[config.mk]
export PLATFORM = sky130hd
export DESIGN_NAME = php_queue
export DESIGN_NICKNAME = d
export VERILOG_FILES = /design/src/rtl/core/php_pkg.sv /design/src/rtl/core/php_queue.sv
export SDC_FILE = /design/constraint.sdc
export NUM_CORES = 1
export LEC_CHECK = 0
export BUFFER_PORTS_ARGS = -buffer_cell sky130_fd_sc_hd__buf_2
export CAP_MARGIN = 10
export CORE_UTILIZATION = 40
export DETAILED_ROUTE_END_ITERATION = 16
export PLACE_DENSITY = 0.61
export SLEW_MARGIN = 10
export SYNTH_ARGS = -nofsm -noshare
export SYNTH_HDL_FRONTEND = slang
export SYNTH_SLANG_ARGS = --single-unit
[constraint.sdc]
create_clock -name clock -period 14.25 [get_ports clock]
set_input_delay 0.7125 -clock clock [delete_from_list [all_inputs] [get_ports clock]]
set_output_delay 0.7125 -clock clock [all_outputs]
set_load 0.05 [all_outputs]
[src/rtl/core/php_pkg.sv]
// Shared types, constants and register codes for the position-hold PD controller.
`timescale 1ns / 1ps
package php_pkg;

   localparam int unsigned MS_TO_US       = 1000;
   localparam int unsigned WINDOW_WIDTH   = 26;
   localparam int unsigned CSR_IDX_WIDTH  = 3;
   localparam int unsigned CSR_DATA_WIDTH = 31;
   localparam int unsigned PROD_WIDTH     = 50;
   localparam int unsigned SUM_WIDTH      = 52;
   localparam int unsigned QUEUE_DEPTH_DEFAULT = 4;

   localparam logic ACTION_COMMAND = 1'b0;
   localparam logic ACTION_SAMPLE  = 1'b1;

   localparam logic [CSR_IDX_WIDTH-1:0] CSR_VEL_BOUND = 3'd0;
   localparam logic [CSR_IDX_WIDTH-1:0] CSR_IQ_BOUND  = 3'd1;
   localparam logic [CSR_IDX_WIDTH-1:0] CSR_KP_MIN    = 3'd2;
   localparam logic [CSR_IDX_WIDTH-1:0] CSR_KP_MAX    = 3'd3;
   localparam logic [CSR_IDX_WIDTH-1:0] CSR_KD_MIN    = 3'd4;
   localparam logic [CSR_IDX_WIDTH-1:0] CSR_KD_MAX    = 3'd5;

   localparam logic [30:0] VEL_BOUND_RESET = 31'd6553600;
   localparam logic [30:0] IQ_BOUND_RESET  = 31'd131072;
   localparam logic [15:0] KP_MIN_RESET    = 16'd0;
   localparam logic [15:0] KP_MAX_RESET    = 16'd2560;
   localparam logic [15:0] KD_MIN_RESET    = 16'd0;
   localparam logic [15:0] KD_MAX_RESET    = 16'd256;

   typedef struct packed {
      logic [30:0] vel_bound;
      logic [30:0] iq_bound;
      logic [15:0] kp_min;
      logic [15:0] kp_max;
      logic [15:0] kd_min;
      logic [15:0] kd_max;
   } cfg_type;

   // Classified queue item; velocity, feedforward and gains already clamped.
   typedef struct packed {
      logic                    action;
      logic [31:0]             time_us;
      logic [31:0]             target_position;
      logic [31:0]             target_velocity;
      logic [31:0]             feedforward;
      logic [15:0]             kp;
      logic [15:0]             kd;
      logic [WINDOW_WIDTH-1:0] window_us;
      logic                    motor_enable;
      logic [31:0]             measured_angle;
      logic [31:0]             measured_velocity;
   } item_type;

   typedef struct packed {
      logic empty;
      logic full;
   } queue_status_type;

   typedef struct packed {
      logic                  is_command;
      logic                  run;
      logic                  torque_active;
      logic                  expired;
      logic [PROD_WIDTH-1:0] p_prod;
      logic [PROD_WIDTH-1:0] v_prod;
      logic [31:0]           feedforward;
   } stage_type;

endpackage

[src/rtl/core/php_queue.sv]
// Small FIFO between the front end and the control back end.
`timescale 1ns / 1ps
module php_queue #(
   parameter int unsigned DEPTH = php_pkg::QUEUE_DEPTH_DEFAULT
) (
   input  logic                      clock,
   input  logic                      reset,
   input  logic                      push,
   input  php_pkg::item_type         push_item,
   input  logic                      pop,
   output php_pkg::item_type         head_item,
   output php_pkg::queue_status_type q_status
);

   localparam int unsigned PTR_WIDTH = $clog2(DEPTH);
   localparam int unsigned CNT_WIDTH = $clog2(DEPTH + 1);
   localparam logic [PTR_WIDTH-1:0] PTR_LAST = PTR_WIDTH'(DEPTH - 1);
   localparam logic [CNT_WIDTH-1:0] CNT_FULL = CNT_WIDTH'(DEPTH);

   php_pkg::item_type      entries_ff [DEPTH];
   logic [PTR_WIDTH-1:0]   wr_ptr_ff;
   logic [PTR_WIDTH-1:0]   rd_ptr_ff;
   logic [CNT_WIDTH-1:0]   count_ff;
   logic [CNT_WIDTH-1:0]   count_in;

   assign head_item      = entries_ff[rd_ptr_ff];
   assign q_status.empty = (count_ff == '0);
   assign q_status.full  = (count_ff == CNT_FULL);

   always_comb begin
      count_in = count_ff;
      if (push && !pop) begin
         count_in = count_ff + CNT_WIDTH'(1);
      end else if (pop && !push) begin
         count_in = count_ff - CNT_WIDTH'(1);
      end
   end

   always_ff @(posedge clock) begin
      if (push) begin
         entries_ff[wr_ptr_ff] <= push_item;
      end
   end

   always_ff @(posedge clock) begin
      if (reset) begin
         wr_ptr_ff <= '0;
         rd_ptr_ff <= '0;
         count_ff  <= '0;
      end else begin
         count_ff <= count_in;
         if (push) begin
            wr_ptr_ff <= (wr_ptr_ff == PTR_LAST) ? '0 : wr_ptr_ff + PTR_WIDTH'(1);
         end
         if (pop) begin
            rd_ptr_ff <= (rd_ptr_ff == PTR_LAST) ? '0 : rd_ptr_ff + PTR_WIDTH'(1);
         end
      end
   end

endmodule

# [Word level (Yosys, flattened, before mapping)]
# Memories as Yosys holds them, arrays and structs flattened. A register that Yosys moved wholly into a read port is not among the register bits.
# Index checks and enable logic that the tools add are counted.
[word_totals] ff_bits=7 latch_bits=0 ramBits=1008 mem_bits_ro=0 inputBits=256 output_inout_bits=254 elab_cells=25 memories=1
[op_classes] addsub=4 n_mul=0 n_div=0 n_lt_le_gt_ge=0 eq_ne=3 shifts=0 muxes=8 bitwise=0 reduce_logical=6
[memory_table] name="entries_ff" words=4 width=252 rd=1 rd_clocked_by_memory_dff=1 wr=1 line_no="php_queue.sv:20" text="php_pkg::item_type entries_ff [DEPTH];"
[op_table] op="2-bit 2-to-1 mux" n=4
[op_table] op="3-bit 2-to-1 mux" n=2
[op_table] op="2-bit by 1-bit adder with 2-bit output, second input constant" n=2
[op_table] op="2-bit == test, second input constant" n=2
[op_table] op="3-bit by 1-bit adder with 3-bit output, second input constant" n=1
[op_table] op="3-bit == test, second input constant" n=1
[op_table] op="3-bit zero test" n=1
[op_table] op="3-bit by 1-bit subtractor with 3-bit output, second input constant" n=1
[op_table] op="1-bit logical AND" n=2
[op_table] op="1-bit zero test" n=2
[op_table] op="1-bit 2-to-1 mux" n=2
[op_table] op="2-bit nonzero test" n=1

# [Logic depth before layout (Yosys ltp)]
[logic_depth] word_depth=4 depth_mapped=7 ltp_nobuf=7

# [Least setup slack after synthesis]
# No wires, ideal clock.
[synth_path] path_type="in2reg" start="input port push" end="memory entries_ff[0][0] (netlist name) (enable)" setup_time_ps=644 t_arrival_ps=6409 required_time_ps=13606 setup_slack_ps=7197 path_stages=1 path_buffers=0 path_cell_list="and2_1"
[synth_via] elab_chain_cells=2
[synth_rtl] element="start, declared" line_no="php_queue.sv:8" text="input logic push,"
[synth_rtl] element="1-bit 2-to-1 mux" line_no="php_queue.sv:40" text="if (push) begin"
[synth_rtl] element="1-bit 2-to-1 mux (not written as such)" line_no="php_queue.sv:41" text="entries_ff[wr_ptr_ff] <= push_item;"
[synth_rtl] element="end, declared" line_no="php_queue.sv:20"
# Every way passes these cells.

==> results.yml <==
status:
  run_status: "finished clean"
worst_setup_path:
  cp.depth: 4
  start_kind: "flop"
  endpoint_kind: "output port"
  reg2reg_to: "entries_ff[0][162]"
  reg2regPathDepth: 5
  cp-endpoint: "head_item[228]"
  critical_path.slowest_cell: "dfxtp_4"
  cp_data_required_time_ns: 13.54
  path_cells: "buf_4 > buf_4 > mux4_2 > buf_2"
  rrSetupSlack_ns: 11.10
  path_delay_family: "buffers and inverters"
  max_stage_delay_ns: 0.94
  cp_max_fo: 67
  r2r_start: "wr_ptr_ff[0]"
  critPathBufInv: 3
  path_class: "flop to output port"
  arrival_ns: 4.22
  cpMostUsedCell: "buf_4"
drt:
  drt_iter0_drc: 1133
  via_per_inst: 5.12
  routed_wl_um: 73000
  drtAntennaViolNets: 0
  dr.pass1.iters: 5
  met1Wirelength_um: 28800
  top_layer_used: "met5"
  wl_met3_um: 6850
  drc: 0
  wl_met2_um: 35700
  vias: 16400
  routedWlPerCell_um: 22.8
global_route:
  overflow: 0
  grt_use_total: 0.157
  grt_pass1_vias: 17400
  antenna_found_initial: 25
  grt_pass1_wl_um: 110000
  grt_max_degree: 139
synth:
  ys_async_sr_fraction: 0
  synthFlopType: "edfxtp_1"
  yosysSeqAreaShare: 0.828
  synth_nets: 1623
  synthTopCellsByCount: "1,008 x edfxtp_1, 252 x mux4_2, 28 x buf_2"
  synth_edf_count: 1008
  synth-seq-cells: 1017
  yosysTopAreaCell: "edfxtp_1"
  synth_most_common_cell: "edfxtp_1"
  ys.warnings.count: 0
  synth_cell_type_count: 19
  synth_area_leaders: "edfxtp_1 82%, mux4_2 15%, buf_6 0.64%"
  syn-mean-instance-area_sq_um: 27.0
  synth_top_area_share: 0.823
  syn_inst: 1360
  synth_area_sq_um: 36800
cts:
  clock_sinks: 1017
  clk_latency_ns: 0.67
  cts-buffers-inserted: 103
  htreeDepth: 3
  cts-root-buf: "clkbuf_16"
  cts_tree: "done"
  cts_resized: 0
  ctsLongestPathBuffers: 3
  clkTransAtPathRegs_ns: 0.06
  hold_buffers: 0
  post-cts-setup-buffers: 0
die:
  die_h_um: 305
  pin_count: 510
  dieArea_sq_um: 93200
  core_sq_um: 90600
  initial_core_util: 0.406
  fp.dieW_um: 305
  std_cell_rows: 110
finish:
  multi_input_area_sq_um: 5930
  nNetsFinal: 2197
  nFillCells: 7361
  ff_latch_area_sq_um: 30500
  area_growth_pct: 19.1
  drive_gt1_frac: 0.457
timing:
  fin_skew_ns: 0.0226
  max_slew_margin: 0.236
  slew_viol_final: 0
  tightest_slew_ns: 1.15
  max_freq_mhz: 203
  setup_tns_ns: 0
  setup_viol: 0
  finalCritPeriodShare: 0.346
  grt_setup_unrepaired: "no"
  worst_slack_ns: 9.32
  hold_violations: 0
  hold_ws_ns: 0.244
  min_period_ns: 4.93
placed_design:
  globalplace.congestion: 0.752
  portBuffers: 509
  dpl_worst_slack_ns: 10.01
  dpl.hpwl_um: 43900
run:
  drv_cap: 0
pwr:
  p_leak_nw: 14.5
  ir_worst_vdd_mv: 0.127
  powerDensity_nw_per_um2: 156
min_path:
  hold_class: "primary input to flop"
  hp-start: "push_item[30]"
[per-stage QoR]
stage	power [mW]	utilization	cell area (sq um)	std cells
2_1_floorplan	4.16	-	36800	1360
3_3_place_gp	4.36	0.448	40600	3005
3_5_place_dp	4.38	0.448	40600	3005
4_1_cts	6.92	0.484	43800	3192
5_1_grt	7.06	0.484	43800	3195
6_report	6.83	0.484	43800	3199
[final cells by class]
class                           instances  share of cell area
Clock buffer                          131              0.0627
Antenna cell                            7            0.000400
Clock inverter                         56              0.0101
Tap cell                             1176              0.0336
Inverter                                4            0.000343
Sequential cell                      1017               0.695
Multi-Input combinational cell        283               0.135
Timing Repair Buffer                  525              0.0623
[layer usage]
metal / GRT usage / vias to the layer above
li1: - / 7097
met1: 0.197 / 8561
met2: 0.252 / 545
met3: 0.0619 / 144
met4: 0.0424 / 34
met5: 0 / -
[registers in the layout, indices dropped and copies added (netlist names), named ones only]
register and flops:
rd_ptr_ff 2, wr_ptr_ff 2, count_ff 3, entries_ff 1008
[where the power goes]
group | internal, mW | leakage (nW) | switching [mW] | total, mW
combinational | 0.235 | 3.61 | 0.592 | 0.827
sequential | 3.43 | 9.33 | 0.0391 | 3.47
clock | 1.45 | 1.57 | 1.08 | 2.53
total | 5.12 | 14.5 | 1.71 | 6.83
[worst min-delay path by stage]
| stage | end | slack, ns | cells after the start |
|---|---|---|---|
| finish | entries_ff[2][30] | 0.24 | 1 |
| global route | entries_ff[3][106] | 0.19 | 1 |
| CTS | entries_ff[1][37] | 0.17 | 1 |
| detailed placement | count_ff[2] | 0.52 | 2 |
| global placement | count_ff[2] | 0.48 | 2 |
| floorplan | count_ff[2] | 0.46 | 2 |
[cell families after synthesis]
group / after synthesis / share of synthesized area
multiplexers: 256 / 0.155
AO/OA/AOI/OAI: 3 / 0.000408
buffers and inverters: 60 / 0.0114
flip-flops: 1017 / 0.828
XOR/XNOR: 2 / 0.000476
AND/OR/NAND/NOR: 15 / 0.00211
adder cells (fa/ha/maj): 7 / 0.00258
[worst reg2reg max path: stages, from the launching register on]
cell     delay (ns)
dfxtp_1        0.34
inv_1          0.09
ha_1           0.15
and2_4         0.49
buf_4          0.69
buf_4          0.86
[cell usage in the layout (no fill, tap or decap)]
cell           n
ha_1           6
edfxtp_1    1008
buf_12         5
inv_16         2
inv_6          3
clkinv_2      19
mux4_2       252
clkbuf_1      24
clkinv_1      24
clkinvlp_4     1
clkbuf_16    105
clkbuf_8       2
inv_1          4
and2_4         4
diode_2        7
nor2_1         7
buf_4         11
dfxtp_1        7
or3_1          1
clkinv_8       2
buf_2        509
mux2i_1        4
nor3_1         1
bufinv_16      5
fa_1           1
dfxtp_4        2
o21ai_0        1
a21oi_1        2
xor2_1         2
nor3b_1        2
Power figures use the tool's default switching activity.
