[src/rtl/core/php_pkg.sv]
// Shared types, constants and register codes for the position-hold PD controller.
`timescale 1ns / 1ps
package php_pkg;

   localparam int unsigned MS_TO_US       = 1000;
   localparam int unsigned WINDOW_WIDTH   = 26;
   localparam int unsigned CSR_IDX_WIDTH  = 3;
   localparam int unsigned CSR_DATA_WIDTH = 31;
   localparam int unsigned PROD_WIDTH     = 50;
   localparam int unsigned SUM_WIDTH      = 52;
   localparam int unsigned QUEUE_DEPTH_DEFAULT = 4;

   localparam logic ACTION_COMMAND = 1'b0;
   localparam logic ACTION_SAMPLE  = 1'b1;

   localparam logic [CSR_IDX_WIDTH-1:0] CSR_VEL_BOUND = 3'd0;
   localparam logic [CSR_IDX_WIDTH-1:0] CSR_IQ_BOUND  = 3'd1;
   localparam logic [CSR_IDX_WIDTH-1:0] CSR_KP_MIN    = 3'd2;
   localparam logic [CSR_IDX_WIDTH-1:0] CSR_KP_MAX    = 3'd3;
   localparam logic [CSR_IDX_WIDTH-1:0] CSR_KD_MIN    = 3'd4;
   localparam logic [CSR_IDX_WIDTH-1:0] CSR_KD_MAX    = 3'd5;

   localparam logic [30:0] VEL_BOUND_RESET = 31'd6553600;
   localparam logic [30:0] IQ_BOUND_RESET  = 31'd131072;
   localparam logic [15:0] KP_MIN_RESET    = 16'd0;
   localparam logic [15:0] KP_MAX_RESET    = 16'd2560;
   localparam logic [15:0] KD_MIN_RESET    = 16'd0;
   localparam logic [15:0] KD_MAX_RESET    = 16'd256;

   typedef struct packed {
      logic [30:0] vel_bound;
      logic [30:0] iq_bound;
      logic [15:0] kp_min;
      logic [15:0] kp_max;
      logic [15:0] kd_min;
      logic [15:0] kd_max;
   } cfg_type;

   // Classified queue item; velocity, feedforward and gains already clamped.
   typedef struct packed {
      logic                    action;
      logic [31:0]             time_us;
      logic [31:0]             target_position;
      logic [31:0]             target_velocity;
      logic [31:0]             feedforward;
      logic [15:0]             kp;
      logic [15:0]             kd;
      logic [WINDOW_WIDTH-1:0] window_us;
      logic                    motor_enable;
      logic [31:0]             measured_angle;
      logic [31:0]             measured_velocity;
   } item_type;

   typedef struct packed {
      logic empty;
      logic full;
   } queue_status_type;

   typedef struct packed {
      logic                  is_command;
      logic                  run;
      logic                  torque_active;
      logic                  expired;
      logic [PROD_WIDTH-1:0] p_prod;
      logic [PROD_WIDTH-1:0] v_prod;
      logic [31:0]           feedforward;
   } stage_type;

endpackage

[src/rtl/core/php_back.sv]
// Back end: held reference, watchdog, PD products, sum and saturation, result register.
`timescale 1ns / 1ps
module php_back (
   input  logic                      clock,
   input  logic                      reset,
   input  php_pkg::cfg_type          cfg,
   input  php_pkg::item_type         head_item,
   input  php_pkg::queue_status_type q_status,
   output logic                      pop,
   output logic                      rsp_valid,
   input  logic                      rsp_stall,
   output logic signed [31:0]        rsp_iq_command,
   output logic                      rsp_torque_active,
   output logic                      rsp_watchdog_expired
);

   localparam int unsigned PW = php_pkg::PROD_WIDTH;
   localparam int unsigned SW = php_pkg::SUM_WIDTH;

   logic [31:0]                      held_pos_ff;
   logic [31:0]                      held_vel_ff;
   logic [31:0]                      held_ff_ff;
   logic [15:0]                      held_kp_ff;
   logic [15:0]                      held_kd_ff;
   logic [31:0]                      last_time_ff;
   logic [php_pkg::WINDOW_WIDTH-1:0] window_ff;
   logic                             torque_en_ff;
   logic                             motor_on_ff;

   php_pkg::stage_type s1_ff;
   php_pkg::stage_type s1_in;
   logic               s1_valid_ff;

   logic               rsp_valid_ff;
   logic signed [31:0] rsp_iq_ff;   // doubles as last_iq
   logic               rsp_torque_ff;
   logic               rsp_expired_ff;

   logic               adv_out;
   logic               s1_free;
   logic               is_command;
   logic [31:0]        elapsed;
   logic               lapsed;
   logic               expire;
   logic signed [32:0] perr;
   logic signed [32:0] verr;
   logic signed [SW-1:0] sum;
   logic signed [SW-1:0] lim_pos;
   logic signed [SW-1:0] lim_neg;
   logic signed [SW-1:0] sat;
   logic signed [31:0]   iq_next;

   assign adv_out = !rsp_valid_ff || !rsp_stall;
   assign s1_free = !s1_valid_ff || adv_out;
   assign pop     = !q_status.empty && s1_free;

   assign is_command = (head_item.action == php_pkg::ACTION_COMMAND);
   assign elapsed    = head_item.time_us - last_time_ff;
   assign lapsed     = (window_ff != '0) && (elapsed > {6'b0, window_ff});
   assign expire     = !is_command && torque_en_ff && lapsed;
   assign perr       = $signed({held_pos_ff[31], held_pos_ff})
                     - $signed({head_item.measured_angle[31], head_item.measured_angle});
   assign verr       = $signed({held_vel_ff[31], held_vel_ff})
                     - $signed({head_item.measured_velocity[31], head_item.measured_velocity});

   always_comb begin
      s1_in.is_command    = is_command;
      s1_in.run           = torque_en_ff && !lapsed && motor_on_ff;
      s1_in.expired       = expire;
      s1_in.torque_active = is_command ? head_item.motor_enable
                                       : (torque_en_ff && motor_on_ff && !expire);
      s1_in.p_prod        = PW'($signed({1'b0, held_kp_ff})) * PW'(perr);
      s1_in.v_prod        = PW'($signed({1'b0, held_kd_ff})) * PW'(verr);
      s1_in.feedforward   = held_ff_ff;
   end

   // Q28.24 sum, saturated, then floor to Q16.16 by dropping 8 bits
   always_comb begin
      sum = $signed({{(SW-PW){s1_ff.p_prod[PW-1]}}, s1_ff.p_prod})
          + $signed({{(SW-PW){s1_ff.v_prod[PW-1]}}, s1_ff.v_prod})
          + $signed({{(SW-40){s1_ff.feedforward[31]}}, s1_ff.feedforward, 8'b0});
      lim_pos = $signed({{(SW-39){1'b0}}, cfg.iq_bound, 8'b0});
      lim_neg = -lim_pos;
      if (sum > lim_pos) begin
         sat = lim_pos;
      end else if (sum < lim_neg) begin
         sat = lim_neg;
      end else begin
         sat = sum;
      end
      if (s1_ff.is_command) begin
         iq_next = rsp_iq_ff;
      end else if (s1_ff.run) begin
         iq_next = sat[39:8];
      end else begin
         iq_next = '0;
      end
   end

   always_ff @(posedge clock) begin
      if (pop) begin
         s1_ff <= s1_in;
      end
   end

   always_ff @(posedge clock) begin
      if (reset) begin
         held_pos_ff    <= '0;
         held_vel_ff    <= '0;
         held_ff_ff     <= '0;
         held_kp_ff     <= '0;
         held_kd_ff     <= '0;
         last_time_ff   <= '0;
         window_ff      <= '0;
         torque_en_ff   <= 1'b0;
         motor_on_ff    <= 1'b0;
         s1_valid_ff    <= 1'b0;
         rsp_valid_ff   <= 1'b0;
         rsp_iq_ff      <= '0;
         rsp_torque_ff  <= 1'b0;
         rsp_expired_ff <= 1'b0;
      end else begin
         if (pop) begin
            s1_valid_ff <= 1'b1;
            if (is_command) begin
               last_time_ff <= head_item.time_us;
               window_ff    <= head_item.window_us;
               torque_en_ff <= 1'b1;
               motor_on_ff  <= head_item.motor_enable;
               if (head_item.motor_enable) begin
                  held_pos_ff <= head_item.target_position;
                  held_vel_ff <= head_item.target_velocity;
                  held_ff_ff  <= head_item.feedforward;
                  held_kp_ff  <= head_item.kp;
                  held_kd_ff  <= head_item.kd;
               end
            end else if (expire) begin
               torque_en_ff <= 1'b0;
               motor_on_ff  <= 1'b0;
            end
         end else if (adv_out) begin
            s1_valid_ff <= 1'b0;
         end
         if (adv_out) begin
            rsp_valid_ff <= s1_valid_ff;
            if (s1_valid_ff) begin
               rsp_iq_ff      <= iq_next;
               rsp_torque_ff  <= s1_ff.torque_active;
               rsp_expired_ff <= s1_ff.expired;
            end
         end
      end
   end

   assign rsp_valid            = rsp_valid_ff;
   assign rsp_iq_command       = rsp_iq_ff;
   assign rsp_torque_active    = rsp_torque_ff;
   assign rsp_watchdog_expired = rsp_expired_ff;

endmodule

[config.mk]
export PLATFORM = sky130hd
export DESIGN_NAME = php_back
export DESIGN_NICKNAME = d
export VERILOG_FILES = /design/src/rtl/core/php_pkg.sv /design/src/rtl/core/php_back.sv
export SDC_FILE = /design/constraint.sdc
export NUM_CORES = 2
export LEC_CHECK = 0
export BUFFER_PORTS_ARGS = -buffer_cell sky130_fd_sc_hd__buf_2
export CORE_ASPECT_RATIO = 0.8
export CORE_UTILIZATION = 60
export CTS_BUF_LIST = sky130_fd_sc_hd__clkbuf_2 sky130_fd_sc_hd__clkbuf_4 sky130_fd_sc_hd__clkbuf_8
export DETAILED_ROUTE_END_ITERATION = 10
export PLACE_DENSITY = 0.79
export SLEW_MARGIN = 20
export SYNTH_ARGS = -nofsm -noshare
export SYNTH_HDL_FRONTEND = slang
export SYNTH_SLANG_ARGS = --single-unit
[constraint.sdc]
create_clock -name clock -period 27.5 [get_ports clock]
set_input_delay 0 -clock clock [delete_from_list [all_inputs] [get_ports clock]]
set_output_delay 0 -clock clock [all_outputs]
set_load 0.02 [all_outputs]
# ---- After elaboration in Yosys (flattened, before gate mapping)
# Cells that the tools add are included.
dict set report totals {
  inputBits 383
  wordCells 67
  output_inout_bits 36
  regBits 360
}
dict set report op_classes {
  reduce_logical 23
  eq_ne 1
  n_bitwise 2
  order_cmp 3
  n_mul 2
  n_mux 9
  addsub 6
}
# cell count
set op_table {}
lappend op_table {{$mul 17x33->50} 2}
lappend op_table {{$mux 40} 2}
lappend op_table {{$sub 32x32->33} 2}
lappend op_table {{$add 51x40->52} 1}
lappend op_table {{$gt 52x40->1} 1}
lappend op_table {{$lt 52x52->1} 1}
lappend op_table {{$neg 39->52} 1}
lappend op_table {{$add 50x50->51} 1}
lappend op_table {{$gt 32x26->1} 1}
lappend op_table {{$mux 32} 1}
lappend op_table {{$sub 32x32->32} 1}
lappend op_table {{$reduce_bool 26->1} 1}
lappend op_table {{$logic_and 1x1->1} 8}
lappend op_table {{$logic_not 1->1} 6}
lappend op_table {{$mux 1} 6}
lappend op_table {{$reduce_and 2->1} 3}
lappend op_table {{$reduce_and 3->1} 2}
lappend op_table {{$logic_or 1x1->1} 2}
lappend op_table {{$ne 2x1->1 const B} 1}
lappend op_table {{$not 1->1} 2}
lappend op_table {{$reduce_bool 2->1} 1}

# ---- Depth between registers and ports, before layout
dict set report logic_depth {
  word_depth 7
  ltp_mapped 40
}

# ---- Worst setup path after synthesis
# No wires, ideal clock.
dict set report synth_path {
  kind {flip-flop to flip-flop}
  from {register rsp_valid_ff (netlist: rsp_valid)}
  to {register held_pos_ff[12]}
  path_buffers 2
  path_stages_with_launch 8
  setup_ns 0.070
  setup_slack_ns 17.083
  arrival_ns 10.346
  path_cell_list {dfxtp_1 a31oi_1 nand2_1 nor2_1 clkbuf_1 buf_1 nand2_1 a21oi_1}
}
dict set report synth_via {
  elab_chain_cells 5
}
# item line_no
set synth_lines {}
lappend synth_lines {{start, declared} php_back.sv:34} ;# logic rsp_valid_ff;
lappend synth_lines {{start signal, assigned} php_back.sv:145} ;# rsp_valid_ff <= s1_valid_ff;
lappend synth_lines {{$logic_not 1->1} php_back.sv:53} ;# assign adv_out = !rsp_valid_ff || !rsp_stall;
lappend synth_lines {{$logic_or 1x1->1} php_back.sv:53}
lappend synth_lines {{$logic_or 1x1->1} php_back.sv:54} ;# assign s1_free = !s1_valid_ff || adv_out;
lappend synth_lines {{$logic_and 1x1->1} php_back.sv:55} ;# assign pop = !q_status.empty && s1_free;
lappend synth_lines {{net pop} php_back.sv:9} ;# output logic pop,
lappend synth_lines {{$reduce_and 3->1 (no source line)} n/a}
lappend synth_lines {{end signal, assigned} php_back.sv:131} ;# held_pos_ff <= head_item.target_position;
lappend synth_lines {{end, declared} php_back.sv:20} ;# logic [31:0] held_pos_ff;
# The timed path passes the listed nets, and every way through them passes these cells.
# A chain may end at the register's enable or synchronous reset.

==> flow_metrics.env <==
export IMPL_cp_data_arrival_time_ns=11.49
export IMPL_end_kind="flop"
export IMPL_crit_path_frequent_cell="fa_1"
export IMPL_cts_resized=0
export IMPL_startpoint_type="flop"
export IMPL_crit_slowest_cell="fa_1"
export IMPL_drv_cap=0
export IMPL_period_minus_slack_ns=11.02
export IMPL_cts_setup_buffers=0
export IMPL_numPortBuffers=322
export IMPL_synthCells=7175
export IMPL_grt_ovfl_total=0
export IMPL_worstHoldStart="head_item[77]"
export IMPL_first_iter_violations=4594
export IMPL_finalSetupTns_ns=0
export IMPL_crit_path_max_fanout=22
export IMPL_final_common_cell="inv_1"
export IMPL_relSlewSlack_pct=22.5
export IMPL_cts_made_buffers=66
export IMPL_synth_async_reset_ratio_pct=0
export IMPL_grt_pass1_vias=53800
export IMPL_totalWireLength_um=174000
export IMPL_irDropWorstVdd_v=0.0000823
export IMPL_netlist_area_um2=61600
export IMPL_cellPowerDensity_nw_per_um2=53.3
export IMPL_status="finished clean"
export IMPL_hold_violations=0
export IMPL_coreArea_um2=101000
export IMPL_clock_sink_count=360
export IMPL_ys_seq_area_share_pct=13.9
export IMPL_grt_max_degree=139
export IMPL_clk_pin_slew_ns=0.07
export IMPL_worstMarginPinSlew_ns=1.16
export IMPL_final_util_pct=68.4
export IMPL_min_to="window_ff[12]"
export IMPL_grt_pass1_wl_um=280000
export IMPL_antenna_found_initial=11
export IMPL_fin_crit_sh_pct=40.1
export IMPL_htreeDepth=3
export IMPL_die_area_um2=104000
export IMPL_synth_edf_count=136
export IMPL_p_leak_nw=34.2
export IMPL_synth_nets=9103
export IMPL_dp_hpwl_um=128000
export IMPL_dp_slack_ns=16.77
export IMPL_final_nets=9556
export IMPL_vias=51800
export IMPL_routed_via_density=5.74
export IMPL_synth_area_per_cell_um2=8.59
export IMPL_fp_dieW_um=360
export IMPL_drtAntennaViolNets=0
export IMPL_path_class="reg -> reg"
export IMPL_multi_input_area_um2=46900
export IMPL_seq_area_um2=8590
export IMPL_cts_max_path_buffers=3
export IMPL_max_stage_delay_ns=0.73
export IMPL_drc=0
export IMPL_ys_ff_latch=360
export IMPL_rows=104
export IMPL_ios=419
export IMPL_r2r_end="s1_ff[81]"
export IMPL_timing_fmax_ghz=0.0907
export IMPL_synthFlopType="dfxtp_1"
export IMPL_track_usage_pct=34.1
export IMPL_fill_cells=7731
export IMPL_fin_skew_ns=0.0723
export IMPL_timing_rr_start="held_vel_ff[0]"
export IMPL_grt_setup_unrepaired="no"
export IMPL_final_critical_path_setup_slack_ns=16.48
export IMPL_final_max_slew_viol_count=0
export IMPL_tritoncts="done"
export IMPL_reg2reg_depth=34
export IMPL_wl_per_cell_um=19.3
export IMPL_drt_pass1_iter_count=7
export IMPL_crit_required_ns=27.96
export IMPL_cts_root_buffer="clkbuf_8"
export IMPL_initial_utilization_pct=60.9
export IMPL_yosysWarnings=0
export IMPL_gp_congestion=0.962
export IMPL_ys_types=82
export IMPL_setup_viol=0
export IMPL_worstHoldPathType="in -> reg"
export IMPL_drive_gt1_share_pct=7.81
export IMPL_rrSetupSlack_ns=16.48
export IMPL_clock_latency_ns=0.75
export IMPL_fp_dieH_um=289
export IMPL_min_path_cells=4
export IMPL_final_cell_mix="inv_1 (1,376), nand2_1 (1,209), fa_1 (1,052), ha_1 (492), a21oi_1 (444)"
export IMPL_synthToLayoutAreaGrowth_pct=12.4
[how the worst max path moves through the flow]
stage	start	endpoint	slack, ns	depth (start not counted)
floorplan	rsp_valid	held_pos_ff[12]	17.08	7
global placement	held_vel_ff[0]	s1_ff[81]	16.98	34
detailed placement	held_vel_ff[0]	s1_ff[81]	16.77	34
CTS	held_vel_ff[0]	s1_ff[81]	16.67	34
global route	held_vel_ff[0]	s1_ff[80]	15.82	34
finish	held_vel_ff[0]	s1_ff[81]	16.48	34
[area by class of cell]
cell class / instances / area share (%)
diodes: 9 / 0.0325
clock buffers: 90 / 1.65
clock inverters: 30 / 0.549
inverters: 1377 / 7.46
multi-input cells: 5105 / 67.7
flip-flops and latches: 360 / 12.4
well taps: 1325 / 2.39
repair buffers: 718 / 7.81
[registers in the layout, summed over array words and instances, names as in the netlist]
signal,cells
s1_ff,136
held_ff_ff,32
held_pos_ff,32
held_vel_ff,32
last_time_ff,32
rsp_iq_command,32
window_ff,26
held_kd_ff,16
held_kp_ff,16
motor_on_ff,1
rsp_torque_active,1
rsp_valid,1
rsp_watchdog_expired,1
s1_valid_ff,1
torque_en_ff,1
[critical path, delay by kind of cell, from the launching register on]
family                   cells  cell delay (ns)
buffers and inverters        5             0.61
XOR/XNOR                     1             0.24
adder cells (fa/ha/maj)      9             4.31
AND/OR/NAND/NOR              4             1.29
flip-flops                   1             0.34
AO/OA/AOI/OAI               15             3.94
[Yosys cell counts, types with 8 or more instances]
library cell / instances / area, um2
dfxtp_1: 224 / 4480
nand3_1: 62 / 310
o21ai_0: 141 / 706
nor3b_1: 8 / 60.1
nand4b_1: 8 / 70.1
o311ai_0: 22 / 193
a21o_1: 147 / 1100
and2_1: 375 / 2350
nor2b_1: 91 / 569
o221ai_1: 12 / 105
buf_1: 9 / 33.8
fa_1: 1052 / 21100
a41oi_1: 8 / 70.1
or2_2: 12 / 75.1
a21oi_1: 444 / 2220
nand2_1: 1211 / 4550
o311ai_1: 9 / 78.8
a211o_1: 9 / 78.8
or3_1: 14 / 87.6
o31ai_1: 10 / 75.1
o22ai_1: 17 / 106
nand3b_1: 10 / 75.1
nor4_1: 20 / 125
o21a_1: 49 / 368
edfxtp_1: 136 / 4080
mux2i_1: 18 / 180
a31oi_1: 21 / 131
nand2b_1: 70 / 438
xnor2_1: 183 / 1600
o211ai_1: 41 / 308
clkbuf_1: 306 / 1150
nor2_1: 193 / 724
inv_1: 1376 / 5160
a21boi_0: 10 / 75.1
nand4_1: 56 / 350
ha_1: 493 / 6170
o21bai_1: 26 / 195
a211oi_1: 21 / 158
nor3_1: 64 / 320
xor2_1: 61 / 534
and3_1: 31 / 194
buf_2: 13 / 65.1
[where the power goes]
group          total [mW]  leakage [nW]  internal [mW]  switching [mW]
Sequential          0.697          3.21          0.636          0.0613
Clock               0.611         0.792          0.342           0.269
Combinational        2.38          30.2          0.900            1.48
Total                3.69          34.2           1.88            1.81
[per-layer routing]
layer  track usage [%]  part of all wire (%)  vias up
li1                  -                     -    23300
met1              45.6                    40    25200
met2              55.0                    45     2686
met3              7.18                    10      482
met4              12.5                   3.9        8
met5                 0                 0.029        -
[logic make-up after synthesis]
family / count (synthesis) / synth area share, %
adder cells (fa/ha/maj): 1545 / 44.2
buffers and inverters: 1710 / 10.5
AO/OA/AOI/OAI: 1056 / 10.7
flip-flops: 360 / 13.9
XOR/XNOR: 244 / 3.47
multiplexers: 19 / 0.311
AND/OR/NAND/NOR: 2241 / 16.9
[per-stage QoR]
stage | hold slack [ns] | power, mW | cell area, um2 | instances
5_1_grt | 0.0412 | 3.97 | 69300 | 9012
3_3_place_gp | 0.229 | 2.93 | 64500 | 8563
2_1_floorplan | 0.0919 | 2.32 | 61600 | 7175
6_report | 0.0623 | 3.69 | 69300 | 9014
4_1_cts | 0.00538 | 3.64 | 69300 | 9005
3_5_place_dp | 0.243 | 2.99 | 64500 | 8563
[repair_timing]
action	4_1_cts	5_1_grt
hold buffers	322	0
endpoints found under the hold margin	228	0
setup endpoints to repair	0	0
(Power assumes the default switching activity.)
