==> config.mk <==
export PLATFORM = sky130hd
export DESIGN_NAME = php_front
export DESIGN_NICKNAME = d
export VERILOG_FILES = /design/src/rtl/core/php_pkg.sv /design/src/rtl/core/php_front.sv
export SDC_FILE = /design/constraint.sdc
export NUM_CORES = 1
export LEC_CHECK = 0
export ABC_AREA = 0
export ABC_CLOCK_PERIOD_IN_PS = 4800
export BUFFER_PORTS_ARGS = -buffer_cell sky130_fd_sc_hd__clkbuf_2
export CORE_AREA = 10 10 236 238
export DETAILED_ROUTE_END_ITERATION = 16
export DIE_AREA = 0 0 246 248
export RECOVER_POWER = 25
export SYNTH_ARGS = -nofsm -noshare
export SYNTH_HDL_FRONTEND = slang
export SYNTH_SLANG_ARGS = --single-unit
==> constraint.sdc <==
create_clock -name vclk -period 4.8
set_clock_uncertainty 0.05 [all_clocks]
set_input_delay 0 -clock vclk [all_inputs]
set_output_delay 0 -clock vclk [all_outputs]
set_load 0.02 [all_outputs]
==> src/rtl/core/php_pkg.sv <==
// Shared types, constants and register codes for the position-hold PD controller.
`timescale 1ns / 1ps
package php_pkg;

   localparam int unsigned MS_TO_US       = 1000;
   localparam int unsigned WINDOW_WIDTH   = 26;
   localparam int unsigned CSR_IDX_WIDTH  = 3;
   localparam int unsigned CSR_DATA_WIDTH = 31;
   localparam int unsigned PROD_WIDTH     = 50;
   localparam int unsigned SUM_WIDTH      = 52;
   localparam int unsigned QUEUE_DEPTH_DEFAULT = 4;

   localparam logic ACTION_COMMAND = 1'b0;
   localparam logic ACTION_SAMPLE  = 1'b1;

   localparam logic [CSR_IDX_WIDTH-1:0] CSR_VEL_BOUND = 3'd0;
   localparam logic [CSR_IDX_WIDTH-1:0] CSR_IQ_BOUND  = 3'd1;
   localparam logic [CSR_IDX_WIDTH-1:0] CSR_KP_MIN    = 3'd2;
   localparam logic [CSR_IDX_WIDTH-1:0] CSR_KP_MAX    = 3'd3;
   localparam logic [CSR_IDX_WIDTH-1:0] CSR_KD_MIN    = 3'd4;
   localparam logic [CSR_IDX_WIDTH-1:0] CSR_KD_MAX    = 3'd5;

   localparam logic [30:0] VEL_BOUND_RESET = 31'd6553600;
   localparam logic [30:0] IQ_BOUND_RESET  = 31'd131072;
   localparam logic [15:0] KP_MIN_RESET    = 16'd0;
   localparam logic [15:0] KP_MAX_RESET    = 16'd2560;
   localparam logic [15:0] KD_MIN_RESET    = 16'd0;
   localparam logic [15:0] KD_MAX_RESET    = 16'd256;

   typedef struct packed {
      logic [30:0] vel_bound;
      logic [30:0] iq_bound;
      logic [15:0] kp_min;
      logic [15:0] kp_max;
      logic [15:0] kd_min;
      logic [15:0] kd_max;
   } cfg_type;

   // Classified queue item; velocity, feedforward and gains already clamped.
   typedef struct packed {
      logic                    action;
      logic [31:0]             time_us;
      logic [31:0]             target_position;
      logic [31:0]             target_velocity;
      logic [31:0]             feedforward;
      logic [15:0]             kp;
      logic [15:0]             kd;
      logic [WINDOW_WIDTH-1:0] window_us;
      logic                    motor_enable;
      logic [31:0]             measured_angle;
      logic [31:0]             measured_velocity;
   } item_type;

   typedef struct packed {
      logic empty;
      logic full;
   } queue_status_type;

   typedef struct packed {
      logic                  is_command;
      logic                  run;
      logic                  torque_active;
      logic                  expired;
      logic [PROD_WIDTH-1:0] p_prod;
      logic [PROD_WIDTH-1:0] v_prod;
      logic [31:0]           feedforward;
   } stage_type;

endpackage

==> src/rtl/core/php_front.sv <==
// Front end: takes items, clamps velocity/current/gains, forms queue entry.
`timescale 1ns / 1ps
module php_front (
   input  logic                      req_valid,
   output logic                      req_stall,
   input  logic                      req_action,
   input  logic [31:0]               req_time_us,
   input  logic signed [31:0]        req_target_position,
   input  logic signed [31:0]        req_target_velocity,
   input  logic signed [31:0]        req_feedforward_current,
   input  logic [15:0]               req_gain_kp,
   input  logic [15:0]               req_gain_kd,
   input  logic [15:0]               req_timeout_ms,
   input  logic                      req_motor_enable,
   input  logic signed [31:0]        req_measured_angle,
   input  logic signed [31:0]        req_measured_velocity,
   input  php_pkg::cfg_type          cfg,
   input  php_pkg::queue_status_type q_status,
   output logic                      push,
   output php_pkg::item_type         push_item
);

   function automatic logic [31:0] clamp_sym(input logic [31:0] v, input logic [30:0] lim);
      logic signed [32:0] sv;
      logic signed [32:0] pos;
      logic signed [32:0] neg;
      logic signed [32:0] res;
      sv  = $signed({v[31], v});
      pos = $signed({2'b00, lim});
      neg = -pos;
      if (sv < neg) begin
         res = neg;
      end else if (sv > pos) begin
         res = pos;
      end else begin
         res = sv;
      end
      return res[31:0];
   endfunction

   function automatic logic [15:0] clamp_gain(input logic [15:0] v, input logic [15:0] lo,
                                              input logic [15:0] hi);
      logic [15:0] res;
      if (v < lo) begin
         res = lo;
      end else if (v > hi) begin
         res = hi;
      end else begin
         res = v;
      end
      return res;
   endfunction

   assign req_stall = q_status.full;
   assign push      = req_valid && !q_status.full;

   always_comb begin
      push_item.action            = req_action;
      push_item.time_us           = req_time_us;
      push_item.target_position   = req_target_position;
      push_item.target_velocity   = clamp_sym(req_target_velocity, cfg.vel_bound);
      push_item.feedforward       = clamp_sym(req_feedforward_current, cfg.iq_bound);
      push_item.kp                = clamp_gain(req_gain_kp, cfg.kp_min, cfg.kp_max);
      push_item.kd                = clamp_gain(req_gain_kd, cfg.kd_min, cfg.kd_max);
      push_item.window_us         = php_pkg::WINDOW_WIDTH'(req_timeout_ms)
                                  * php_pkg::WINDOW_WIDTH'(php_pkg::MS_TO_US);
      push_item.motor_enable      = req_motor_enable;
      push_item.measured_angle    = req_measured_angle;
      push_item.measured_velocity = req_measured_velocity;
   end

endmodule

* Yosys cells after proc, flatten, opt, wreduce, memory -nomap -nowiden
Cells that the tools add are included.
Widths: inputs -> output; s select.
** Cells by class
- Eq/ne operators :: 0
- Shifts and indexed selects :: 0
- Order comparisons :: 8
- Reductions and logical operators :: 2
- Bitwise gates (word level) :: 0
- Divide/modulo/power cells :: 0
- Muxes and demuxes :: 8
- Add/sub/neg operators :: 2
- Multiply operators :: 1
** Operator list (number)
- $mux 32 :: 4
- $lt 32x33->1 :: 2
- $neg 31->33 :: 2
- $gt 32x32->1 :: 2
- $mux 16 :: 4
- $gt 16x16->1 :: 2
- $lt 16x16->1 :: 2
- $mul 16x7->23 const B :: 1
- $logic_and 1x1->1 :: 1
- $logic_not 1->1 :: 1
** Word-level totals
- Memory bits (writable) :: 0
- Input port bits :: 371
- Output and inout bits :: 254
- Latch bits :: 0
- ROM bits :: 0
- Flip-flop bits (word level) :: 0
- Memories kept :: 0
- Logic and storage cells :: 21

* Logic depth before layout (Yosys ltp)
Gate-level depths: netlist of the first run.
- Depth in word-level cells :: 3
- Gate-level depth with buffers :: 20
- Mapped depth without buffers :: 18

* Least setup slack after synthesis of the first run
OpenSTA, ideal clock, no wires.
- Path type :: input-to-output
- From :: input port cfg[65] (netlist name)
- To :: output port push_item[138] (netlist name)
- Data required time :: 4.750 ns
- Setup slack :: 0.201 ns
- Buffers on the path :: 3
- Arrival time :: 4.549 ns
- Stages on the path :: 18
- Path through :: or3_4 -> or3_1 -> buf_6 -> nor3_4 -> nand4_4 -> or3_4 -> or3_4 -> xnor2_1 -> ha_1 -> nand4_1 -> nor4_1 -> nand3_1 -> a2111oi_0 -> a21o_1 -> xnor2_2 -> buf_2 -> buf_2 -> mux2i_1
** RTL lines
- from (decl) :: line php_front.sv:17 : input php_pkg::cfg_type cfg,
- to (decl) :: line php_front.sv:20 : output php_pkg::item_type push_item

==> impl_metrics.prom, run 1 <==
# TYPE chip_impl_metric gauge
chip_impl_info{name="status",value="finished, final reports clean"} 1
chip_impl_metric{name="share_clk_of_total_power",unit="%"} 0
chip_impl_metric{name="drtIter0Drc",unit=""} 440
chip_impl_info{name="worst_hold_path_type",value="input pin to output pin"} 1
chip_impl_metric{name="synthCells",unit=""} 1507
chip_impl_info{name="worstSetupEndpointType",value="output pin"} 1
chip_impl_metric{name="synthDistinctLibCells",unit=""} 67
chip_impl_metric{name="dr_vias",unit=""} 12200
chip_impl_metric{name="synth_sequential_area_ratio",unit="%"} 0
chip_impl_metric{name="std_cell_rows",unit=""} 83
chip_impl_metric{name="relSlewSlack",unit="%"} 22.4
chip_impl_metric{name="clock.fmax",unit="GHz"} 0.216
chip_impl_metric{name="die_h",unit="um"} 248
chip_impl_metric{name="gp_congestion",unit=""} 0.945
chip_impl_info{name="synth.most_common_cell",value="ha_1"} 1
chip_impl_metric{name="fin_crit",unit="ns"} 4.62
chip_impl_metric{name="grt_pass1_vias",unit=""} 12800
chip_impl_metric{name="clk_buf_instances",unit=""} 0
chip_impl_metric{name="internal-power",unit="mW"} 1.52
chip_impl_info{name="yosys.area.top_type",value="ha_1"} 1
chip_impl_info{name="ys_top_cells_by_area",value="ha_1 (26%), mux2i_1 (9.9%), fa_1 (9.2%)"} 1
chip_impl_metric{name="area_delta_synth_final",unit="%"} 29.2
chip_impl_metric{name="groute.usage.overall",unit="%"} 13.0
chip_impl_metric{name="cell_depth_of_the_worst_setup_path",unit=""} 20
chip_impl_metric{name="multiInputGateArea",unit="mm^2"} 0.00988
chip_impl_metric{name="yosys_warnings",unit=""} 0
chip_impl_metric{name="port-buffer-count",unit=""} 361
chip_impl_metric{name="drc",unit=""} 0
chip_impl_metric{name="sw_frac_of_total",unit="%"} 61.0
chip_impl_metric{name="floorplan.die.width",unit="um"} 246
chip_impl_metric{name="postSynthAreaPerCell",unit="um^2"} 7.77
chip_impl_metric{name="cap_violations",unit=""} 0
chip_impl_metric{name="grt_first_pass_wirelength",unit="um"} 66900
chip_impl_metric{name="netlist_area",unit="mm^2"} 0.0117
chip_impl_metric{name="final_layout_size_suffix_gt1_share",unit="%"} 24.4
chip_impl_metric{name="dr.pass1.iters",unit=""} 5
chip_impl_metric{name="final-hold-violation-count",unit=""} 0
chip_impl_metric{name="floorplan.initialDensity",unit="%"} 23.0
chip_impl_info{name="min_from",value="q_status[0]"} 1
chip_impl_info{name="critical_setup_path_class",value="input pin to output pin"} 1
chip_impl_metric{name="wl_met2",unit="um"} 22700
chip_impl_metric{name="synth_largest_type_area_fraction",unit="%"} 26.0
chip_impl_metric{name="core_area",unit="mm^2"} 0.0510
chip_impl_metric{name="wire_length_on_met3",unit="um"} 2990
chip_impl_metric{name="placedCellCount",unit=""} 2422
chip_impl_metric{name="final-seq-area",unit="um^2"} 0
chip_impl_metric{name="power_leakage",unit="nW"} 7.89
chip_impl_metric{name="grt_start_max_net_pins",unit=""} 34
chip_impl_metric{name="critical_path.max_stage_delay",unit="ns"} 0.53
chip_impl_metric{name="peak_supply_drop",unit="mV"} 0.307
chip_impl_metric{name="gr-total-overflow",unit=""} 0
chip_impl_metric{name="number_of_antenna_violations_at_the_first_check_in_global_routing",unit=""} 1
chip_impl_metric{name="power.net_switching",unit="mW"} 2.38
chip_impl_metric{name="n_fill_cell",unit=""} 5455
chip_impl_metric{name="layout.sequential_cells",unit=""} 0
chip_impl_metric{name="num_io_pins",unit=""} 625
chip_impl_info{name="critical_path.startpoint_type",value="input pin"} 1
chip_impl_metric{name="floorplan_die_area",unit="mm^2"} 0.0610
chip_impl_metric{name="drv_slew",unit=""} 0
chip_impl_metric{name="combPwrFrac",unit="%"} 100.0
chip_impl_metric{name="hold_slack",unit="ns"} 0.202
chip_impl_metric{name="timing.critical_path.buf_inv",unit=""} 6
chip_impl_metric{name="wl_final",unit="um"} 44100
chip_impl_metric{name="nets",unit=""} 2548
chip_impl_metric{name="worstPathMaxFanout",unit=""} 14
chip_impl_metric{name="power.share.sequential",unit="%"} 0
chip_impl_info{name="worst_path_dominant_cell_family",value="simple AND/OR/NAND/NOR gates"} 1
chip_impl_metric{name="stdcell_count",unit=""} 2559
chip_impl_metric{name="worst-endpoint-arrival",unit="ns"} 4.57
chip_impl_metric{name="antenna_left",unit=""} 0
chip_impl_info{name="critPathSlowestCell",value="or4_1"} 1
chip_impl_metric{name="avgViaCountPerCell",unit=""} 4.76
chip_impl_metric{name="fin_util",unit="%"} 29.6
chip_impl_metric{name="power_per_cell_area",unit="mW/mm^2"} 258
chip_impl_metric{name="worst_ep_required_time",unit="ns"} 4.75
chip_impl_info{name="crit_chain",value="clkbuf_2 > or3_4 > or3_4 > nor3_4 > buf_6 > inv_1 > or4_1 > xnor2_2 > ha_1 > and2_0 > a221o_1 > a221oi_1 > o211ai_1 > a21o_1 > xnor2_4 > buf_4 > buf_12 > mux2i_1 > a221o_1 > buf_2"} 1
chip_impl_metric{name="setup-violations-final",unit=""} 0
chip_impl_info{name="synthTopCellsByCount",value="ha_1 (243), inv_1 (214), buf_4 (136), a21oi_1 (117), mux2i_1 (116)"} 1
chip_impl_info{name="highest_metal_layer_with_signal_wires",value="met4"} 1
chip_impl_info{name="critPathLaunch",value="cfg[65]"} 1
chip_impl_metric{name="final.period_utilization",unit="%"} 96.2
chip_impl_metric{name="post-dp-hpwl",unit="um"} 35900
chip_impl_metric{name="transition_time_of_the_tightest_slew_check_pin",unit="ns"} 1.16
chip_impl_metric{name="total_routed_wire_length_on_the_met1_layer",unit="um"} 17700
chip_impl_metric{name="min_delay_path_depth",unit=""} 2
chip_impl_metric{name="route.detailed.wl_per_inst",unit="um"} 17.2
==> kinds of logic (layout without fill, tap and decap cells) <==
| family | after synthesis | count (layout) | synth area share (%) |
|---|---|---|---|
| AOI/OAI and AO/OA | 302 | 302 | 16.7 |
| xor gates and xnor gates | 75 | 75 | 5.68 |
| adders and majority gates | 297 | 297 | 35.2 |
| buffers and inverters | 388 | 757 | 17.0 |
| muxes | 120 | 120 | 10.3 |
| other | 1 | 4 | 0.0320 |
| and+or+nand+nor | 324 | 324 | 15.1 |
==> metal layers <==
metal / up-vias / track usage [%]
met5: - / 0
met4: 0 / 2.16
met3: 40 / 2.25
met2: 470 / 24.0
met1: 5738 / 15.5
li1: 5943 / -
==> power groups by stage <==
stage          registers, mW  clock network, mW  logic, mW
2_1_floorplan              0                  0       2.55
3_3_place_gp               0                  0       3.65
3_5_place_dp               0                  0       3.70
4_1_cts                    0                  0       3.90
5_1_grt                    0                  0       4.28
6_report                   0       0.0000000279       3.89
==> worst paths after layout <==
kind / end
min: req_stall
max: push_item[136]
==> cell type report <==
class / count / share of cell area (%)
antenna: 1 / 0.0166
inverter: 214 / 5.31
multi-input combinational: 1121 / 65.3
tap: 680 / 5.63
timing repair buffer: 543 / 23.7
==> placed cells by master, fill, tap and decap left out, types with 21 or more instances in the layout <==
master and n:
a21o_1 25, a21oi_1 115, a221o_1 21, buf_4 45, clkbuf_2 355, dlygate4sd3_1 130, fa_1 54, ha_1 243
inv_1 213, mux2i_1 115, nand2_1 69, nand3_1 31, nand4_1 30, nor2_1 39, nor3_1 38, o21ai_0 43
xnor2_1 66
==> metrics by stage <==
step / setup TNS, ns / total power, mW / area, um^2 / worst slack, ns
after CTS: 0 / 3.90 / 15000 / 0.0514
after detailed placement: -1.93 / 3.70 / 13600 / -0.140
final: 0 / 3.89 / 15100 / 0.181
after global routing: -0.0734 / 4.28 / 15100 / -0.0462
after global placement: 0 / 3.65 / 13600 / 0.0309
after floorplan: 0 / 2.55 / 11700 / 0.201
==> what timing repair did <==
action / in CTS / in global routing
buffers inserted: 0 / 4
endpoints found under the setup margin: 22 / 63
pin swaps: 0 / 8
gates resized for setup: 1 / 22
hold endpoints to repair: 130 / 0
gates cloned: 1 / 1
hold buffers: 130 / 0
No activity file was read; power rests on OpenSTA's default activity.
==> inputs of run 2 (changes only) <==
--- a/config.mk
+++ b/config.mk
@@ -6,11 +6,14 @@
 export NUM_CORES = 1
 export LEC_CHECK = 0
 export ABC_AREA = 0
-export ABC_CLOCK_PERIOD_IN_PS = 4800
+export ABC_CLOCK_PERIOD_IN_PS = 5500
 export BUFFER_PORTS_ARGS = -buffer_cell sky130_fd_sc_hd__clkbuf_2
-export CORE_AREA = 10 10 236 238
+export CELL_PAD_IN_SITES_DETAIL_PLACEMENT = 1
+export CELL_PAD_IN_SITES_GLOBAL_PLACEMENT = 2
+export CORE_AREA = 10 10 232 234
 export DETAILED_ROUTE_END_ITERATION = 16
-export DIE_AREA = 0 0 246 248
+export DIE_AREA = 0 0 242 244
+export PLACE_DENSITY_LB_ADDON = 0.1
 export RECOVER_POWER = 25
 export SYNTH_ARGS = -nofsm -noshare
 export SYNTH_HDL_FRONTEND = slang
==> constraint.sdc (replaced) <==
create_clock -name vclk -period 5.5
set_clock_uncertainty 0.05 [all_clocks]
set_input_delay 0 -clock vclk [all_inputs]
set_output_delay 0 -clock vclk [all_outputs]
set_load 0.02 [all_outputs]
==> run 2 against run 1 <==
Via count is 2.8% lower. Critical path depth is 1 lower. Sequential share of layout area stayed put.
==> impl_metrics.prom, run 2 (synthesized netlist as in run 1, its figures left out) <==
# TYPE chip_impl_metric gauge
chip_impl_metric{name="grt_pass1_vias",unit=""} 13300
chip_impl_metric{name="floorplan.initialDensity",unit="%"} 23.7
chip_impl_metric{name="power_leakage",unit="nW"} 7.72
chip_impl_metric{name="clock.fmax",unit="GHz"} 0.195
chip_impl_info{name="worst_hold_path_type",value="input pin to output pin"} 1
chip_impl_metric{name="worstPathMaxFanout",unit=""} 15
chip_impl_metric{name="std_cell_rows",unit=""} 82
chip_impl_metric{name="layout.sequential_cells",unit=""} 0
chip_impl_metric{name="route.detailed.wl_per_inst",unit="um"} 20.5
chip_impl_metric{name="relSlewSlack",unit="%"} 29.2
chip_impl_info{name="min_from",value="q_status[0]"} 1
chip_impl_metric{name="avgViaCountPerCell",unit=""} 4.70
chip_impl_metric{name="port-buffer-count",unit=""} 361
chip_impl_metric{name="worst-endpoint-arrival",unit="ns"} 5.07
chip_impl_info{name="critical_setup_path_class",value="input pin to output pin"} 1
chip_impl_metric{name="area_delta_synth_final",unit="%"} 26.3
chip_impl_metric{name="worst_ep_required_time",unit="ns"} 5.45
chip_impl_metric{name="gr-total-overflow",unit=""} 0
chip_impl_metric{name="nets",unit=""} 2522
chip_impl_metric{name="wl_final",unit="um"} 51900
chip_impl_metric{name="floorplan_die_area",unit="mm^2"} 0.0590
chip_impl_metric{name="number_of_antenna_violations_at_the_first_check_in_global_routing",unit=""} 6
chip_impl_metric{name="final_layout_size_suffix_gt1_share",unit="%"} 22.5
chip_impl_info{name="final_cell_mix",value="clkbuf_2 (356), ha_1 (243), inv_1 (214)"} 1
chip_impl_metric{name="final-hold-violation-count",unit=""} 0
chip_impl_info{name="layout_commonest_cell",value="clkbuf_2"} 1
chip_impl_metric{name="transition_time_of_the_tightest_slew_check_pin",unit="ns"} 1.05
chip_impl_info{name="critical_path.startpoint_type",value="input pin"} 1
chip_impl_metric{name="cap_violations",unit=""} 0
chip_impl_metric{name="setup-violations-final",unit=""} 0
chip_impl_metric{name="floorplan.die.width",unit="um"} 242
chip_impl_metric{name="final.period_utilization",unit="%"} 93.1
chip_impl_metric{name="drv_slew",unit=""} 0
chip_impl_metric{name="antenna_left",unit=""} 0
chip_impl_metric{name="grt_first_pass_wirelength",unit="um"} 79900
chip_impl_metric{name="drc",unit=""} 0
chip_impl_metric{name="post-dp-hpwl",unit="um"} 43500
chip_impl_metric{name="setup_total_negative_slack",unit="ns"} 0
chip_impl_metric{name="power_per_cell_area",unit="mW/mm^2"} 221
chip_impl_info{name="status",value="finished, final reports clean"} 1
chip_impl_metric{name="num_io_pins",unit=""} 625
chip_impl_metric{name="clk_buf_instances",unit=""} 0
chip_impl_metric{name="groute.usage.overall",unit="%"} 16.6
chip_impl_metric{name="core_area",unit="mm^2"} 0.0495
chip_impl_metric{name="grt_start_max_net_pins",unit=""} 53
chip_impl_metric{name="fin_crit",unit="ns"} 5.12
chip_impl_metric{name="drtIter0Drc",unit=""} 308
chip_impl_metric{name="dr_vias",unit=""} 11900
chip_impl_metric{name="die_h",unit="um"} 244
chip_impl_info{name="critPathLaunch",value="cfg[66]"} 1
chip_impl_metric{name="hold_slack",unit="ns"} 0.207
chip_impl_metric{name="final-seq-area",unit="um^2"} 0
chip_impl_info{name="rsz0062_at_grt",value="no"} 1
chip_impl_metric{name="gp_congestion",unit=""} 0.794
chip_impl_metric{name="cts.repair_timing.setup_buffer_count",unit=""} 0
chip_impl_metric{name="dr.pass1.iters",unit=""} 4
chip_impl_metric{name="peak_supply_drop",unit="mV"} 0.140
chip_impl_info{name="worstSetupEndpointType",value="output pin"} 1
==> run 2: critical path, cell delays in order <==
cell	delay, ns
clkbuf_2	0.15
or3_4	0.38
or3_1	0.46
nor3_4	0.28
buf_4	0.19
inv_1	0.08
or4_1	0.49
xnor2_1	0.34
ha_1	0.30
and2_0	0.18
a221o_1	0.33
a221oi_1	0.27
o211ai_1	0.16
a21o_1	0.23
xnor2_4	0.16
and2_1	0.29
buf_12	0.22
a221o_2	0.38
clkbuf_2	0.17
==> run 2: where the power goes <==
part              total, mW  internal [mW]  switching (mW)
registers                 0              0               0
clock network  0.0000000244   0.0000000244               0
logic                  3.27           1.26            2.01
total                  3.27           1.26            2.01
==> run 2: final cells by class <==
| cell class | instances | area, um^2 |
|---|---|---|
| multi-input cells | 1121 | 9790 |
| fillers | 6044 | 34700 |
| diodes | 1 | 2.50 |
| well taps | 672 | 841 |
| repair buffers | 517 | 3350 |
| inverters | 214 | 803 |
==> run 2: worst paths after layout <==
check,to,depth (start not counted)
worst min-delay path,req_stall,2
worst max-delay path,push_item[125],19
==> run 2: timing repair <==
action                                  4_1_cts  5_1_grt
endpoints found under the hold margin       130        0
endpoints found under the setup margin        0       20
hold buffers                                130        0
gates resized for setup                       0        1
==> run 2: routing by layer <==
layer  global-route usage, %  wire length (um)  up-vias
li1                        -                 -     5894
met1                    19.9             21800     5650
met2                    31.8             27200      287
met3                    3.17              2690       14
met4                   0.203                80       10
met5                       0                70        -
==> run 2: metrics by stage <==
step | instance area, um^2 | power, mW | utilization, % | worst slack [ns] | instances
2_1_floorplan | 11700 | 2.22 | - | 0.901 | 1509
3_3_place_gp | 13500 | 3.16 | 27.2 | 0.419 | 2394
3_5_place_dp | 13500 | 3.19 | 27.2 | 0.233 | 2394
4_1_cts | 14800 | 3.36 | 29.9 | 0.223 | 2524
5_1_grt | 14800 | 3.65 | 29.9 | 0.0647 | 2525
6_report | 14800 | 3.27 | 29.9 | 0.380 | 2525
==> inputs of run 3 (changes only) <==
--- a/config.mk
+++ b/config.mk
@@ -6,13 +6,13 @@
 export NUM_CORES = 1
 export LEC_CHECK = 0
 export ABC_AREA = 0
-export ABC_CLOCK_PERIOD_IN_PS = 5500
+export ABC_CLOCK_PERIOD_IN_PS = 4930
 export BUFFER_PORTS_ARGS = -buffer_cell sky130_fd_sc_hd__clkbuf_2
 export CELL_PAD_IN_SITES_DETAIL_PLACEMENT = 1
 export CELL_PAD_IN_SITES_GLOBAL_PLACEMENT = 2
-export CORE_AREA = 10 10 232 234
+export CORE_AREA = 10 10 234 236
 export DETAILED_ROUTE_END_ITERATION = 16
-export DIE_AREA = 0 0 242 244
+export DIE_AREA = 0 0 244 246
 export PLACE_DENSITY_LB_ADDON = 0.1
 export RECOVER_POWER = 25
 export SYNTH_ARGS = -nofsm -noshare
==> constraint.sdc (replaced) <==
create_clock -name vclk -period 4.93
set_clock_uncertainty 0.05 [all_clocks]
set_input_delay 0 -clock vclk [all_inputs]
set_output_delay 0 -clock vclk [all_outputs]
set_load 0.02 [all_outputs]
==> run 3 against run 2 <==
Critical path depth is the same. Setup slack lost 0.10 ns. Flip-flop and latch count is the same. Global-route usage shrank 0.094 points. Cell count grew 0.83%. Utilization grew 0.28 points. First-iteration DRC count shrank 4.5%. Largest cell class unchanged. Combinational power grew 13%. Routed wire length grew 1.5%. Non-clock buffer count grew 21. Die area grew 1.7%. Via count grew 0.78%.
==> impl_metrics.prom, run 3 (synthesized netlist as in run 1, its figures left out) <==
# TYPE chip_impl_metric gauge
chip_impl_info{name="critical_setup_path_class",value="input pin to output pin"} 1
chip_impl_metric{name="clk_buf_instances",unit=""} 0
chip_impl_metric{name="groute.usage.overall",unit="%"} 16.5
chip_impl_metric{name="gr-total-overflow",unit=""} 0
chip_impl_metric{name="grt_pass1_vias",unit=""} 13600
chip_impl_info{name="critical_path.startpoint_type",value="input pin"} 1
chip_impl_metric{name="worstPathMaxFanout",unit=""} 28
chip_impl_metric{name="hold_slack",unit="ns"} 0.211
chip_impl_metric{name="n_fill_cell",unit=""} 6112
chip_impl_metric{name="setup-violations-final",unit=""} 0
chip_impl_info{name="worstSetupEndpointType",value="output pin"} 1
chip_impl_info{name="worst_path_dominant_cell_family",value="simple AND/OR/NAND/NOR gates"} 1
chip_impl_metric{name="core_area",unit="mm^2"} 0.0499
chip_impl_metric{name="final-seq-area",unit="um^2"} 0
chip_impl_metric{name="cap_violations",unit=""} 0
chip_impl_metric{name="internal-power",unit="mW"} 1.43
chip_impl_metric{name="floorplan.die.width",unit="um"} 244
chip_impl_metric{name="dr_vias",unit=""} 11900
chip_impl_metric{name="floorplan_die_area",unit="mm^2"} 0.0600
chip_impl_metric{name="avgViaCountPerCell",unit=""} 4.69
chip_impl_metric{name="std_cell_rows",unit=""} 82
chip_impl_metric{name="power_leakage",unit="nW"} 7.87
chip_impl_metric{name="drtIter0Drc",unit=""} 294
chip_impl_metric{name="place_area",unit="mm^2"} 0.0136
chip_impl_metric{name="power.net_switching",unit="mW"} 2.26
chip_impl_metric{name="clock.fmax",unit="GHz"} 0.215
chip_impl_metric{name="post-route-cell-area",unit="mm^2"} 0.0150
chip_impl_metric{name="cell_depth_of_the_worst_setup_path",unit=""} 19
chip_impl_metric{name="power_per_cell_area",unit="mW/mm^2"} 246
chip_impl_metric{name="timing.critical_path.buf_inv",unit=""} 5
chip_impl_metric{name="grt_start_max_net_pins",unit=""} 32
chip_impl_metric{name="gp_congestion",unit=""} 0.805
chip_impl_metric{name="port-buffer-count",unit=""} 361
chip_impl_metric{name="layout.sequential_cells",unit=""} 0
chip_impl_metric{name="power.share.sequential",unit="%"} 0
chip_impl_metric{name="fin_crit",unit="ns"} 4.65
chip_impl_metric{name="share_clk_of_total_power",unit="%"} 0
chip_impl_metric{name="relSlewSlack",unit="%"} 27.6
chip_impl_info{name="layout_commonest_cell",value="clkbuf_2"} 1
chip_impl_info{name="crit_path_end",value="push_item[152]"} 1
chip_impl_metric{name="area_delta_synth_final",unit="%"} 28.5
chip_impl_info{name="critPathSlowestCell",value="or4_1"} 1
chip_impl_metric{name="drv_slew",unit=""} 0
chip_impl_metric{name="grt_first_pass_wirelength",unit="um"} 80500
chip_impl_metric{name="dr.pass1.iters",unit=""} 4
chip_impl_info{name="crit_chain",value="clkbuf_2 > or3_4 > or3_4 > nor3_4 > buf_6 > inv_1 > or4_1 > xnor2_2 > ha_1 > and2_0 > a221o_1 > a221oi_2 > o211ai_1 > a21o_1 > xnor2_4 > buf_12 > mux2i_1 > a221o_1 > clkbuf_2"} 1
chip_impl_metric{name="drc",unit=""} 0
chip_impl_metric{name="nets",unit=""} 2543
chip_impl_metric{name="num_io_pins",unit=""} 625
chip_impl_metric{name="combPwrFrac",unit="%"} 100.0
chip_impl_metric{name="wl_final",unit="um"} 52600
chip_impl_metric{name="peak_supply_drop",unit="mV"} 0.218
chip_impl_metric{name="number_of_antenna_violations_at_the_first_check_in_global_routing",unit=""} 6
chip_impl_metric{name="critical_path.max_stage_delay",unit="ns"} 0.54
chip_impl_metric{name="final-hold-violation-count",unit=""} 0
chip_impl_metric{name="worst_ep_required_time",unit="ns"} 4.88
chip_impl_metric{name="final_layout_size_suffix_gt1_share",unit="%"} 24.2
chip_impl_info{name="final_cell_mix",value="clkbuf_2 (355), ha_1 (243), inv_1 (214)"} 1
chip_impl_metric{name="die_h",unit="um"} 246
chip_impl_info{name="status",value="finished, final reports clean"} 1
chip_impl_metric{name="worst-endpoint-arrival",unit="ns"} 4.60
chip_impl_metric{name="final.period_utilization",unit="%"} 94.4
chip_impl_info{name="critPathLaunch",value="cfg[65]"} 1
chip_impl_metric{name="sw_frac_of_total",unit="%"} 61.2
chip_impl_metric{name="antenna_left",unit=""} 0
chip_impl_info{name="worst_hold_path_type",value="input pin to output pin"} 1
chip_impl_metric{name="transition_time_of_the_tightest_slew_check_pin",unit="ns"} 1.08
chip_impl_metric{name="post-dp-hpwl",unit="um"} 44500
chip_impl_metric{name="route.detailed.wl_per_inst",unit="um"} 20.7
chip_impl_metric{name="floorplan.initialDensity",unit="%"} 23.5
==> run 3: cell count changes in the layout (fill, tap and decap cells not counted), sizes merged <==
cell    delta
clkbuf     -1
buf       +22
==> run 3: layout make-up <==
class / count / area, um^2 / area share [%]
inverters: 214 / 803 / 5.34
well taps: 672 / 841 / 5.59
diodes: 1 / 2.50 / 0.0166
multi-input cells: 1121 / 9900 / 65.8
repair buffers: 538 / 3500 / 23.3
==> run 3: what timing repair did <==
action / in CTS / in global routing
setup buffers: 0 / 1
hold endpoints to repair: 130 / 0
setup endpoints to repair: 0 / 66
gates resized for setup: 0 / 26
hold buffers: 130 / 0
==> run 3: worst min path at each step <==
| stage | from | endpoint | slack (ns) | cells after the start |
|---|---|---|---|---|
| finish | q_status[0] | req_stall | 0.21 | 2 |
| global route | q_status[0] | req_stall | 0.22 | 2 |
| CTS | q_status[0] | req_stall | 0.19 | 2 |
| detailed placement | req_measured_velocity[15] | push_item[15] | -0.05 | 0 |
| global placement | req_measured_velocity[15] | push_item[15] | -0.05 | 0 |
| floorplan | q_status[0] | push | 0.03 | 1 |
==> run 3: metal layers <==
metal	up-vias	share of wire, %	track usage, %
li1	5928	-	-
met1	5723	43	20.1
met2	274	52	31.4
met3	14	4.7	2.77
met4	8	0.20	0.256
met5	-	0.11	0
==> run 3: metrics by stage <==
stage	util (%)	setup WS (ns)	instances	power, mW	setup TNS [ns]
finish	30.2	0.277	2546	3.69	0
global route	30.2	-0.0168	2545	4.13	-0.0297
CTS	29.9	0.0238	2544	3.75	0
detailed placement	27.3	0.0175	2414	3.56	0
global placement	27.3	0.109	2414	3.54	0
floorplan	-	0.331	1509	2.48	0
==> run 3: power by group through the flow <==
stage	clock, mW	combinational [mW]	sequential [mW]
floorplan	0	2.48	0
global placement	0	3.54	0
detailed placement	0	3.56	0
CTS	0	3.75	0
global route	0	4.13	0
finish	0.0000000271	3.69	0
